[src/ipm_pkg.sv]
// ipm_pkg: shared widths, constants, command/status structs and the
// bit-serial divide step for the i/q block power meter.
// no dependencies.
`timescale 1ns / 1ps

package ipm_pkg;

    localparam int SAMPLE_W          = 16;
    localparam int MAX_BLOCK_SAMPLES = 16384;
    localparam int CNT_W             = $clog2(MAX_BLOCK_SAMPLES + 1);
    localparam int REM_W             = $clog2(MAX_BLOCK_SAMPLES);
    localparam int SUM_W             = 31;
    localparam int PSUM_W            = 46;
    localparam int SQ_W              = 33;
    localparam int MAG_W             = 15;
    localparam int DC_W              = 24;
    localparam int DCDIV_W           = SUM_W + 8;
    localparam int DCDIV_IDX_W       = 6;
    localparam int PWR_SHIFT         = 30;
    localparam int PWR_IDX_W         = 6;
    localparam int DIV_STEPS         = PSUM_W + PWR_SHIFT;
    localparam int DIV_CNT_W         = 7;
    localparam int LOG_OFS           = 22 + PWR_SHIFT;
    localparam int FRAC_W            = 16;
    localparam int FCNT_W            = 5;
    localparam int EXP_W             = 7;
    localparam int L_W               = EXP_W + FRAC_W;
    localparam int PROD_W            = 31;
    localparam int Y_W               = PROD_W - 8;
    localparam int T_W               = Y_W - 1;
    localparam int RECIP_W           = 46;
    localparam int RECIP_SH          = 30;
    localparam int PWR_W             = 16;
    localparam int LOG_MUL           = 301;
    localparam int RECIP_MUL         = 10737419;
    localparam int DIV100_BIAS       = 99;
    localparam int ZERO_DBFS_Q8      = -30720;

    typedef struct packed {
        logic acc_en;
        logic load;
        logic div_step;
        logic log1;
        logic log2;
        logic log3;
    } ipm_cmd_t;

    typedef struct packed {
        logic block_end;
        logic div_done;
    } ipm_sts_t;

    typedef struct packed {
        logic [REM_W-1:0] rem;
        logic             qbit;
    } ipm_div_t;

    // one restoring step: bring in a dividend bit, subtract the count if it fits
    function automatic ipm_div_t ipm_div_step(input logic [REM_W-1:0] rem,
                                              input logic             din,
                                              input logic [CNT_W-1:0] den);
        logic [CNT_W-1:0] r2;
        ipm_div_t         res;
        r2 = {rem, din};
        if (r2 >= den)
        begin
            res.qbit = 1'b1;
            res.rem  = REM_W'(r2 - den);
        end
        else
        begin
            res.qbit = 1'b0;
            res.rem  = REM_W'(r2);
        end
        return res;
    endfunction

endpackage

[src/ipm_ctrl.sv]
// ipm_ctrl: sequencer for sample accumulation, end-of-block division,
// log scaling and the output register valid. uses ipm_pkg.
`timescale 1ns / 1ps

module ipm_ctrl
    import ipm_pkg::*;
(
    input  logic     clk,
    input  logic     rst_n,
    input  logic     in_valid,
    output logic     in_ready,
    output logic     out_valid,
    input  logic     out_ready,
    input  ipm_sts_t sts,
    output ipm_cmd_t cmd
);

    localparam logic [2:0] ST_ACC  = 3'd0;
    localparam logic [2:0] ST_LOAD = 3'd1;
    localparam logic [2:0] ST_DIV  = 3'd2;
    localparam logic [2:0] ST_LOG1 = 3'd3;
    localparam logic [2:0] ST_LOG2 = 3'd4;
    localparam logic [2:0] ST_LOG3 = 3'd5;

    logic [2:0] state_reg;
    logic [2:0] state_next;
    logic       out_valid_reg;
    logic       out_valid_next;
    logic       in_xfer;
    logic       out_free;

    assign in_ready  = (state_reg == ST_ACC);
    assign in_xfer   = in_valid && in_ready;
    assign out_valid = out_valid_reg;
    assign out_free  = !out_valid_reg || out_ready;

    // next state and commands
    always_comb
    begin
        state_next   = state_reg;
        cmd          = '0;
        cmd.acc_en   = in_xfer;
        unique case (state_reg)
            ST_ACC:
            begin
                if (in_xfer && sts.block_end)
                begin
                    state_next = ST_LOAD;
                end
            end
            ST_LOAD:
            begin
                cmd.load   = 1'b1;
                state_next = ST_DIV;
            end
            ST_DIV:
            begin
                cmd.div_step = 1'b1;
                if (sts.div_done)
                begin
                    state_next = ST_LOG1;
                end
            end
            ST_LOG1:
            begin
                cmd.log1   = 1'b1;
                state_next = ST_LOG2;
            end
            ST_LOG2:
            begin
                cmd.log2   = 1'b1;
                state_next = ST_LOG3;
            end
            ST_LOG3:
            begin
                if (out_free)
                begin
                    cmd.log3   = 1'b1;
                    state_next = ST_ACC;
                end
            end
            default:
            begin
                state_next = ST_ACC;
            end
        endcase
    end

    // output valid flag
    always_comb
    begin
        out_valid_next = out_valid_reg;
        if (cmd.log3)
        begin
            out_valid_next = 1'b1;
        end
        else if (out_ready)
        begin
            out_valid_next = 1'b0;
        end
    end

    always_ff @(posedge clk or negedge rst_n)
    begin
        if (!rst_n)
        begin
            state_reg     <= ST_ACC;
            out_valid_reg <= 1'b0;
        end
        else
        begin
            state_reg     <= state_next;
            out_valid_reg <= out_valid_next;
        end
    end

`ifndef SYNTHESIS
    a_end_loads: assert property (@(posedge clk) disable iff (!rst_n)
        (in_xfer && sts.block_end) |=> (state_reg == ST_LOAD))
        else $error("block end did not start the load");
    a_load_div: assert property (@(posedge clk) disable iff (!rst_n)
        cmd.load |=> (state_reg == ST_DIV))
        else $error("load not followed by division");
    a_log3_valid: assert property (@(posedge clk) disable iff (!rst_n)
        cmd.log3 |=> (out_valid_reg && state_reg == ST_ACC))
        else $error("result not presented after finish");
`endif

endmodule

[src/ipm_datapath.sv]
// ipm_datapath: accumulators, three bit-serial dividers by the sample count,
// log2 scaling to dbfs and the result registers. uses ipm_pkg.
`timescale 1ns / 1ps

module ipm_datapath
    import ipm_pkg::*;
(
    input  logic                       clk,
    input  logic                       rst_n,
    input  logic signed [SAMPLE_W-1:0] i_sample,
    input  logic signed [SAMPLE_W-1:0] q_sample,
    input  logic                       last_sample,
    input  ipm_cmd_t                   cmd,
    output ipm_sts_t                   sts,
    output logic signed [PWR_W-1:0]    power_dbfs_q8,
    output logic signed [DC_W-1:0]     dc_i_q8,
    output logic signed [DC_W-1:0]     dc_q_q8,
    output logic [MAG_W-1:0]           peak_i,
    output logic [MAG_W-1:0]           peak_q,
    output logic [CNT_W-1:0]           block_count
);

    // accumulators
    logic signed [SUM_W-1:0] sum_i_reg;
    logic signed [SUM_W-1:0] sum_q_reg;
    logic [PSUM_W-1:0]       sum_p_reg;
    logic [MAG_W-1:0]        max_i_reg;
    logic [MAG_W-1:0]        max_q_reg;
    logic [CNT_W-1:0]        cnt_reg;

    // division operands and state
    logic [SUM_W-1:0]        mag_i_reg;
    logic [SUM_W-1:0]        mag_q_reg;
    logic                    neg_i_reg;
    logic                    neg_q_reg;
    logic [PSUM_W-1:0]       pwr_reg;
    logic                    pzero_reg;
    logic [CNT_W-1:0]        n_reg;
    logic [MAG_W-1:0]        pk_i_reg;
    logic [MAG_W-1:0]        pk_q_reg;
    logic [DIV_CNT_W-1:0]    div_cnt_reg;
    logic [REM_W-1:0]        rem_i_reg;
    logic [REM_W-1:0]        rem_q_reg;
    logic [REM_W-1:0]        rem_p_reg;
    logic [DC_W-1:0]         quo_i_reg;
    logic [DC_W-1:0]         quo_q_reg;
    logic                    found_reg;
    logic [DIV_CNT_W-1:0]    lead_reg;
    logic [FRAC_W-1:0]       frac_reg;
    logic [FCNT_W-1:0]       fcnt_reg;

    // log pipeline
    logic signed [PROD_W-1:0] prod_reg;
    logic [RECIP_W-1:0]       recip_reg;
    logic                     yneg_reg;

    // result registers
    logic signed [PWR_W-1:0] pwr_out_reg;
    logic signed [DC_W-1:0]  dc_i_out_reg;
    logic signed [DC_W-1:0]  dc_q_out_reg;
    logic [MAG_W-1:0]        pk_i_out_reg;
    logic [MAG_W-1:0]        pk_q_out_reg;
    logic [CNT_W-1:0]        cnt_out_reg;

    logic signed [2*SAMPLE_W-1:0] sq_i;
    logic signed [2*SAMPLE_W-1:0] sq_q;
    logic [SQ_W-1:0]              sq_sum;
    logic [SAMPLE_W-1:0]          abs_i;
    logic [SAMPLE_W-1:0]          abs_q;
    logic [MAG_W-1:0]             sat_i;
    logic [MAG_W-1:0]             sat_q;
    logic [CNT_W-1:0]             cnt_inc;
    logic [DCDIV_W-1:0]           dvd_i;
    logic [DCDIV_W-1:0]           dvd_q;
    logic [PWR_IDX_W-1:0]         pidx;
    logic                         bit_i;
    logic                         bit_q;
    logic                         bit_p;
    ipm_div_t                     st_i;
    ipm_div_t                     st_q;
    ipm_div_t                     st_p;
    logic signed [EXP_W-1:0]      expo;
    logic signed [L_W-1:0]        l_val;
    logic signed [Y_W-1:0]        y_val;
    logic signed [Y_W-1:0]        y_mag;
    logic [PWR_W-1:0]             q100;

    // per-sample terms
    always_comb
    begin
        sq_i    = i_sample * i_sample;
        sq_q    = q_sample * q_sample;
        sq_sum  = SQ_W'(unsigned'(sq_i)) + SQ_W'(unsigned'(sq_q));
        abs_i   = i_sample[SAMPLE_W-1] ? SAMPLE_W'(-i_sample) : unsigned'(i_sample);
        abs_q   = q_sample[SAMPLE_W-1] ? SAMPLE_W'(-q_sample) : unsigned'(q_sample);
        sat_i   = abs_i[SAMPLE_W-1] ? {MAG_W{1'b1}} : abs_i[MAG_W-1:0];
        sat_q   = abs_q[SAMPLE_W-1] ? {MAG_W{1'b1}} : abs_q[MAG_W-1:0];
        cnt_inc = cnt_reg + CNT_W'(1);
    end

    assign sts.block_end = last_sample || (cnt_inc == CNT_W'(MAX_BLOCK_SAMPLES));
    assign sts.div_done  = (div_cnt_reg == '0);

    // dividend bits, msb first
    always_comb
    begin
        dvd_i = {mag_i_reg, 8'd0};
        dvd_q = {mag_q_reg, 8'd0};
        pidx  = PWR_IDX_W'(div_cnt_reg - DIV_CNT_W'(PWR_SHIFT));
        bit_i = (div_cnt_reg < DIV_CNT_W'(DCDIV_W)) ? dvd_i[div_cnt_reg[DCDIV_IDX_W-1:0]] : 1'b0;
        bit_q = (div_cnt_reg < DIV_CNT_W'(DCDIV_W)) ? dvd_q[div_cnt_reg[DCDIV_IDX_W-1:0]] : 1'b0;
        bit_p = (div_cnt_reg >= DIV_CNT_W'(PWR_SHIFT)) ? pwr_reg[pidx] : 1'b0;
        st_i  = ipm_div_step(rem_i_reg, bit_i, n_reg);
        st_q  = ipm_div_step(rem_q_reg, bit_q, n_reg);
        st_p  = ipm_div_step(rem_p_reg, bit_p, n_reg);
    end

    // log2 in q16 and the divide by 25600 done as shift plus reciprocal
    always_comb
    begin
        expo  = EXP_W'($signed({1'b0, lead_reg}) - LOG_OFS);
        l_val = {expo, frac_reg};
        y_val = Y_W'(prod_reg >>> 8);
        y_mag = y_val[Y_W-1] ? Y_W'(-y_val + Y_W'(DIV100_BIAS)) : y_val;
        q100  = recip_reg[RECIP_SH +: PWR_W];
    end

    // sample accumulation and block load
    always_ff @(posedge clk or negedge rst_n)
    begin
        if (!rst_n)
        begin
            sum_i_reg <= '0;
            sum_q_reg <= '0;
            sum_p_reg <= '0;
            max_i_reg <= '0;
            max_q_reg <= '0;
            cnt_reg   <= '0;
        end
        else if (cmd.load)
        begin
            sum_i_reg <= '0;
            sum_q_reg <= '0;
            sum_p_reg <= '0;
            max_i_reg <= '0;
            max_q_reg <= '0;
            cnt_reg   <= '0;
        end
        else if (cmd.acc_en)
        begin
            sum_i_reg <= sum_i_reg + SUM_W'(i_sample);
            sum_q_reg <= sum_q_reg + SUM_W'(q_sample);
            sum_p_reg <= sum_p_reg + PSUM_W'(sq_sum);
            if (sat_i > max_i_reg)
            begin
                max_i_reg <= sat_i;
            end
            if (sat_q > max_q_reg)
            begin
                max_q_reg <= sat_q;
            end
            cnt_reg <= cnt_inc;
        end
    end

    // divider operands and iteration
    always_ff @(posedge clk)
    begin
        if (cmd.load)
        begin
            neg_i_reg   <= sum_i_reg[SUM_W-1];
            neg_q_reg   <= sum_q_reg[SUM_W-1];
            mag_i_reg   <= sum_i_reg[SUM_W-1] ? SUM_W'(-sum_i_reg) : unsigned'(sum_i_reg);
            mag_q_reg   <= sum_q_reg[SUM_W-1] ? SUM_W'(-sum_q_reg) : unsigned'(sum_q_reg);
            pwr_reg     <= sum_p_reg;
            pzero_reg   <= (sum_p_reg == '0);
            n_reg       <= cnt_reg;
            pk_i_reg    <= max_i_reg;
            pk_q_reg    <= max_q_reg;
            div_cnt_reg <= DIV_CNT_W'(DIV_STEPS - 1);
            rem_i_reg   <= '0;
            rem_q_reg   <= '0;
            rem_p_reg   <= '0;
            quo_i_reg   <= '0;
            quo_q_reg   <= '0;
            found_reg   <= 1'b0;
            lead_reg    <= '0;
            frac_reg    <= '0;
            fcnt_reg    <= '0;
        end
        else if (cmd.div_step)
        begin
            div_cnt_reg <= div_cnt_reg - DIV_CNT_W'(1);
            rem_i_reg   <= st_i.rem;
            rem_q_reg   <= st_q.rem;
            rem_p_reg   <= st_p.rem;
            quo_i_reg   <= {quo_i_reg[DC_W-2:0], st_i.qbit};
            quo_q_reg   <= {quo_q_reg[DC_W-2:0], st_q.qbit};
            // leading one gives the exponent, the next bits the mantissa
            if (!found_reg && st_p.qbit)
            begin
                found_reg <= 1'b1;
                lead_reg  <= div_cnt_reg;
            end
            else if (found_reg && (fcnt_reg < FCNT_W'(FRAC_W)))
            begin
                frac_reg <= {frac_reg[FRAC_W-2:0], st_p.qbit};
                fcnt_reg <= fcnt_reg + FCNT_W'(1);
            end
        end
    end

    // log scaling stages
    always_ff @(posedge clk)
    begin
        if (cmd.log1)
        begin
            prod_reg <= PROD_W'(l_val) * PROD_W'(LOG_MUL);
        end
        if (cmd.log2)
        begin
            recip_reg <= RECIP_W'(unsigned'(y_mag[T_W-1:0])) * RECIP_W'(RECIP_MUL);
            yneg_reg  <= y_val[Y_W-1];
        end
    end

    // result registers
    always_ff @(posedge clk)
    begin
        if (cmd.log3)
        begin
            if (pzero_reg)
            begin
                pwr_out_reg <= PWR_W'(ZERO_DBFS_Q8);
            end
            else
            begin
                pwr_out_reg <= yneg_reg ? PWR_W'(-q100) : q100;
            end
            dc_i_out_reg <= neg_i_reg ? DC_W'(-quo_i_reg) : quo_i_reg;
            dc_q_out_reg <= neg_q_reg ? DC_W'(-quo_q_reg) : quo_q_reg;
            pk_i_out_reg <= pk_i_reg;
            pk_q_out_reg <= pk_q_reg;
            cnt_out_reg  <= n_reg;
        end
    end

    assign power_dbfs_q8 = pwr_out_reg;
    assign dc_i_q8       = dc_i_out_reg;
    assign dc_q_q8       = dc_q_out_reg;
    assign peak_i        = pk_i_out_reg;
    assign peak_q        = pk_q_out_reg;
    assign block_count   = cnt_out_reg;

endmodule

[src/iq_block_power_dc_peak_meter.sv]
// iq_block_power_dc_peak_meter: top level joining the sequencer and the
// datapath. uses ipm_pkg, ipm_ctrl, ipm_datapath.
`timescale 1ns / 1ps

// Measures one capture block of signed 16-bit i/q pairs: dc means in q8,
// peak magnitudes, sample count and mean power in dbfs (q8, -120 dbfs for
// zero power). Within a block a sample is taken every cycle. A block ends on
// last_sample or at 16384 samples; the block then has its result worked out
// (a load step, the bit-serial dividers by the sample count, then log
// scaling), plus any wait for the previous result to be taken, and in_ready
// is low throughout. The result sits in an output register, so a new block
// starts while it waits.
module iq_block_power_dc_peak_meter
    import ipm_pkg::*;
(
    input  logic                       clk,
    input  logic                       rst_n,
    input  logic                       in_valid,
    output logic                       in_ready,
    input  logic signed [SAMPLE_W-1:0] i_sample,
    input  logic signed [SAMPLE_W-1:0] q_sample,
    input  logic                       last_sample,
    output logic                       out_valid,
    input  logic                       out_ready,
    output logic signed [PWR_W-1:0]    power_dbfs_q8,
    output logic signed [DC_W-1:0]     dc_i_q8,
    output logic signed [DC_W-1:0]     dc_q_q8,
    output logic [MAG_W-1:0]           peak_i,
    output logic [MAG_W-1:0]           peak_q,
    output logic [CNT_W-1:0]           block_count
);

    ipm_cmd_t cmd;
    ipm_sts_t sts;

    // sequencer
    ipm_ctrl u_ctrl (
        .clk       (clk),
        .rst_n     (rst_n),
        .in_valid  (in_valid),
        .in_ready  (in_ready),
        .out_valid (out_valid),
        .out_ready (out_ready),
        .sts       (sts),
        .cmd       (cmd)
    );

    // arithmetic
    ipm_datapath u_datapath (
        .clk           (clk),
        .rst_n         (rst_n),
        .i_sample      (i_sample),
        .q_sample      (q_sample),
        .last_sample   (last_sample),
        .cmd           (cmd),
        .sts           (sts),
        .power_dbfs_q8 (power_dbfs_q8),
        .dc_i_q8       (dc_i_q8),
        .dc_q_q8       (dc_q_q8),
        .peak_i        (peak_i),
        .peak_q        (peak_q),
        .block_count   (block_count)
    );

endmodule

[config.mk]
export PLATFORM = sky130hd
export DESIGN_NAME = iq_block_power_dc_peak_meter
export DESIGN_NICKNAME = d
export VERILOG_FILES = /design/src/ipm_pkg.sv /design/src/ipm_ctrl.sv /design/src/ipm_datapath.sv /design/src/iq_block_power_dc_peak_meter.sv
export SDC_FILE = /design/constraint.sdc
export NUM_CORES = 2
export LEC_CHECK = 0
export BUFFER_PORTS_ARGS = -buffer_cell sky130_fd_sc_hd__buf_4
export CORE_MARGIN = 5
export CORE_UTILIZATION = 40
export CTS_CLUSTER_SIZE = 25
export DETAILED_ROUTE_END_ITERATION = 12
export PLACE_DENSITY = 0.63
export RECOVER_POWER = 100
export SYNTH_ARGS = -nofsm -noshare
export SYNTH_HDL_FRONTEND = slang
export SYNTH_SLANG_ARGS = --single-unit
export TNS_END_PERCENT = 30
[constraint.sdc]
create_clock -name clk -period 19.44 [get_ports clk]
set_input_delay 1.944 -clock clk [delete_from_list [all_inputs] [get_ports clk]]
set_output_delay 1.944 -clock clk [all_outputs]
set_load 0.1 [all_outputs]
======== After elaboration in Yosys (flattened, before gate mapping) ========
Index checks and enable logic that the tools add are counted.
word-level totals
  memories kept ........................... 0
  RAM bits ................................ 0
  logic and storage cells ................. 151
  ROM bits ................................ 0
  bits of input ports ..................... 37
  flip-flop bits (word level) ............. 626
  latch bits .............................. 0
operators by class
  multiplexer cells ....................... 48
  multipliers ............................. 4
  $add $sub $neg .......................... 21
  magnitude comparators ................... 10
  div/mod/pow operators ................... 0
  shift operators ......................... 0
  bitwise gates (word level) .............. 1
  reduce and logical (&&, ||, !) cells .... 20
  eq/ne operators ......................... 9
operator list
  operator                                             number
  2-to-1 mux 15 bit                                    13
  2-to-1 mux 31 bit                                    4
  2-to-1 mux 46 bit                                    2
  multiplier 16 x 16 -> 32 bit                         2
  adder 31 x 16 -> 31 bit                              2
  negator 31 bit                                       2
  2-to-1 mux 30 bit                                    2
  2-to-1 mux 16 bit                                    3
  2-to-1 mux 24 bit                                    2
  negator 16 bit                                       3
  negator 24 bit                                       2
  adder 46 x 33 -> 46 bit                              1
  zero test 46 bit                                     1
  multiplier 22 x 24 -> 46 bit, second input constant  1
  greater-or-equal comparator 15 bit                   3
  subtractor 14 bit                                    3
  adder 32 x 32 -> 33 bit                              1
  multiplier 23 x 10 -> 31 bit, second input constant  1
  > comparator 15 bit                                  2
  adder 22 x 8 -> 22 bit, second input constant        1
  2-to-1 mux 22 bit                                    1
  negator 22 bit                                       1
  binary-select mux 1 bit (select 6 bit)               3
  case mux 3 bit (6 select lines)                      1
  other kinds (26)                                     56

======== Depth between registers and ports, before layout ========
  depth in word-level cells ............... 9
  mapped depth ............................ 40

======== Cells and area by module ========
Synthesis repeated with hierarchy kept, for this count alone.
second synthesis, totals
  cells, all modules ...................... 6,345
  area total of the unflattened synthesis .. 62,915.3 µm²
by module, submodules not included
  module        cells an instance  instances  area each (µm²)
  ipm_datapath  6,317              1          62,602.5
  ipm_ctrl      28                 1          312.8

======== Worst setup path before layout ========
OpenSTA, ideal clock, no wires.
  kind .................................... input to register
  start ................................... input i_sample[15]
  end ..................................... register u_datapath.sum_p_reg[39]
  path slack .............................. 8.894 ns
  data arrival time ....................... 10.192 ns
  stages on the path ...................... 35
  path buffers ............................ 3
  library setup time ...................... 0.353 ns
  required time ........................... 19.087 ns
  cells stage by stage .................... clkbuf_1 clkbuf_1 nand2_1 inv_1 fa_1 inv_1 fa_1 inv_1 fa_1 fa_1 fa_1 inv_1 fa_1 inv_1 ha_1 a21o_1 a21o_1 a21o_1 o41a_1 a41oi_1 nand2b_1 xnor2_1 fa_1 inv_1 ha_1 a21o_1 a21o_1 a21o_1 a21o_1 a21oi_1 o31a_1 buf_2 nor3_1 xnor2_1 nor2_1
on the way
  cells in the longest elaborated chain, start to end .. 5
RTL lines
  what                          line                                RTL
  from (decl)                   iq_block_power_dc_peak_meter.sv:20  input logic signed [SAMPLE_W-1:0] i_sample,
  multiplier 16 x 16 -> 32 bit  ipm_datapath.sv:91                  sq_i = i_sample * i_sample;
  adder 32 x 32 -> 33 bit       ipm_datapath.sv:93                  sq_sum = SQ_W'(unsigned'(sq_i)) + SQ_W'(unsigned'(sq_q));
  adder 46 x 33 -> 46 bit       ipm_datapath.sv:153                 sum_p_reg <= sum_p_reg + PSUM_W'(sq_sum);
  2-to-1 mux 46 bit             ipm_datapath.sv:149                 else if (cmd.acc_en)
  2-to-1 mux 46 bit             ipm_datapath.sv:140                 else if (cmd.load)
  to (signal assigned)          ipm_datapath.sv:153
  to (decl)                     ipm_datapath.sv:26                  logic [PSUM_W-1:0] sum_p_reg;
No other way between the ends. The select of a mux whose other input is x is not followed.
A chain may end at the register's enable or synchronous reset.

======== Worst setup path after layout ========
  start ................................... input i_sample[1]
  end ..................................... register u_datapath.sum_p_reg[30]
Same word-level chain as after synthesis.

==> flow_metrics.env <==
export IMPL_grt_pass1_wl_mm=232
export IMPL_startpoint="i_sample[1]"
export IMPL_fin_worst_skew_ps=50.3
export IMPL_r2r_start="u_datapath.prod_reg[10]"
export IMPL_ys_seq_area_share_pct=25.1
export IMPL_top_layer_used="met4"
export IMPL_synth_cell_types=87
export IMPL_setup_viol=0
export IMPL_ctsResizeCount=0
export IMPL_routed_wl_met2_mm=73.0
export IMPL_first_pass_iters=5
export IMPL_synth_edf_count=305
export IMPL_critical_path_top_delay_family="adder cells"
export IMPL_maxCapViolCount=18
export IMPL_hold_buffers=0
export IMPL_vias_per_cell=5.11
export IMPL_h_tree_depth=3
export IMPL_clk_pin_slew_ps=60
export IMPL_drc=0
export IMPL_min_path_type="reg -> reg"
export IMPL_coreArea_um2=154000
export IMPL_yosysMostFrequentCell="inv_1"
export IMPL_synthFlopType="edfxtp_1"
export IMPL_violations="capacitance limit, slew limit"
export IMPL_yosysWarningCount=0
export IMPL_antenna_cells=0
export IMPL_tns_ps=0
export IMPL_grt_overflow_total=0
export IMPL_worstPathMaxFanout=21
export IMPL_num_rows=144
export IMPL_wl_per_cell_um=16.8
export IMPL_cpMostUsedCell="fa_1"
export IMPL_clock_latency_ps=670
export IMPL_fmax_mhz=86.3
export IMPL_ant_nets=0
export IMPL_cpPeakStageDelay_ps=1190
export IMPL_critPathLaunchType="input port"
export IMPL_post_route_min_period_ps=11580
export IMPL_track_usage_pct=17.5
export IMPL_drt_met1_wl_mm=58.0
export IMPL_nets=7764
export IMPL_required_ps=19890
export IMPL_dp_hpwl_mm=112
export IMPL_setup_ws_ps=7860
export IMPL_cpMaxStageDelayCell="o311ai_0"
export IMPL_nFillCells=14784
export IMPL_io_pins=148
export IMPL_multi_input_area_um2=41300
export IMPL_initial_core_util_pct=40.3
export IMPL_via_count=42821
export IMPL_grt_max_degree=77
export IMPL_syn_inst=6203
export IMPL_area_growth_pct=8.23
export IMPL_drive_gt1_share_pct=4.03
export IMPL_end_kind="flop"
export IMPL_drtIter0Drc=2302
export IMPL_die_h_um=404
export IMPL_final_seq_area_um2=15600
export IMPL_hold_violations=0
export IMPL_place_congestion=0.879
export IMPL_dpl_worst_slack_ps=8270
export IMPL_die_area_um2=163000
export IMPL_synth_common_cells="1,176 x inv_1, 759 x fa_1, 695 x ha_1, 453 x nand2_1, 305 x edfxtp_1"
export IMPL_worst_pin_slew_ps=3880
export IMPL_yosysTopAreaCellShare_pct=24.5
export IMPL_final_cells=8376
export IMPL_cts_path_max_buffers=3
export IMPL_critPathArrivalTime_ps=12040
export IMPL_cts_root_buffer="clkbuf_16"
export IMPL_ys_seq_elements=588
export IMPL_placed_cells=8244
export IMPL_post_route_period_util_pct=59.6
export IMPL_io_buffers=147
export IMPL_clock_sinks=588
export IMPL_die_w_um=404
export IMPL_grt_pass1_vias=45228
export IMPL_ys_async_sr_fraction_pct=26.7
export IMPL_critical_path_class="in -> reg"
export IMPL_tritoncts="done"
export IMPL_outcome="finished, violations left"
export IMPL_hold_start="u_datapath.pk_q_reg[1]"
export IMPL_drv_slew=845
export IMPL_synth_area_um2=62100
export IMPL_yosysTopAreaCell="fa_1"
export IMPL_post_cts_buffers=0
export IMPL_antenna_found_initial=2
export IMPL_syn_avg_cell_area_um2=10.0
export IMPL_cts_buffers=71
export IMPL_netlist_top_cells_area="fa_1 24%, edfxtp_1 15%, ha_1 14%"
export IMPL_relSlewSlack_pct=-159
export IMPL_rsz0062_at_grt="no"
export IMPL_syn_nets=7694
export IMPL_routed_wl_mm=140
export IMPL_path_buf_inv=6
export IMPL_wl_met3_mm=5.44
layer usage:
layer,track usage [%],vias up
met5,0,-
met4,5.03,0
met3,2.40,233
met2,32.2,727
met1,21.4,21259
li1,-,20602
metrics by stage:
stage,area [um^2],hold WS [ps],utilization (%)
floorplan,62100,400,-
global placement,65300,404,42.4
detailed placement,65300,406,42.4
CTS,67800,419,44.0
global route,67200,429,43.6
finish,67200,418,43.6
cell families (layout without fill, tap and decap cells):
group	Yosys count	after routing	share of synthesized area (%)
AO/OA/AOI/OAI	956	956	9.96
XOR/XNOR	415	415	5.85
adder cells (fa/ha/maj)	1454	1454	38.5
buffers and inverters	1365	1494	8.29
flip-flops	588	588	25.1
multiplexers	110	110	2.29
AND/OR/NAND/NOR	1315	1315	9.97
final timing paths:
kind                                             to  slack (ps)  cells after the start
max                        u_datapath.sum_p_reg[30]        7860                     29
min reg2reg                    u_datapath.peak_q[1]         420                      0
max in group asynchronous  u_datapath.max_i_reg[10]       10280                      3
min in group asynchronous   u_datapath.max_q_reg[4]        2520                      1
max reg2reg                u_datapath.recip_reg[43]        8620                     31
min                            u_datapath.peak_q[1]         420                      0
area by class of cell:
class,count,share of cell area [%]
Multi-Input combinational cell,4250,61.4
Sequential cell,588,23.2
Inverter,1184,6.62
Tap cell,2044,3.81
Clock buffer,101,3.00
Timing Repair Buffer,178,1.26
Clock inverter,31,0.674
worst reg2reg max path, delay by kind of cell, from the launching register on:
family | cells | cell delay, ps
adder cells (fa/ha/maj) | 9 | 3880
AND/OR/NAND/NOR | 7 | 1720
flip-flops | 1 | 650
buffers and inverters | 4 | 640
XOR/XNOR | 1 | 590
AO/OA/AOI/OAI | 10 | 3090
cells in the final DEF, fill, tap and decap left out, types with 20 or more instances in the layout:
cell,n
nand2b_1,43
and2_1,65
inv_1,1175
o21a_1,26
buf_4,47
dfxtp_1,125
xnor2_1,300
and3_1,30
fa_1,759
o31ai_1,62
dfrtp_1,157
nor4_1,25
or3_1,36
o41ai_1,24
nand2_1,453
mux2_2,37
o21ai_0,288
a22o_1,47
xor2_1,115
or4_1,23
a21o_1,115
o21bai_1,20
nand4_1,38
nor3_1,57
nand3_1,160
mux4_2,22
a21oi_1,217
a211oi_1,24
clkbuf_1,149
edfxtp_1,305
nor2_1,298
mux2i_1,51
clkbuf_16,73
ha_1,695
nor2b_1,33
Power is left out: the tool's default activity adds up to more than one toggle a clock period on the data nets, which glitch-free logic cannot reach.
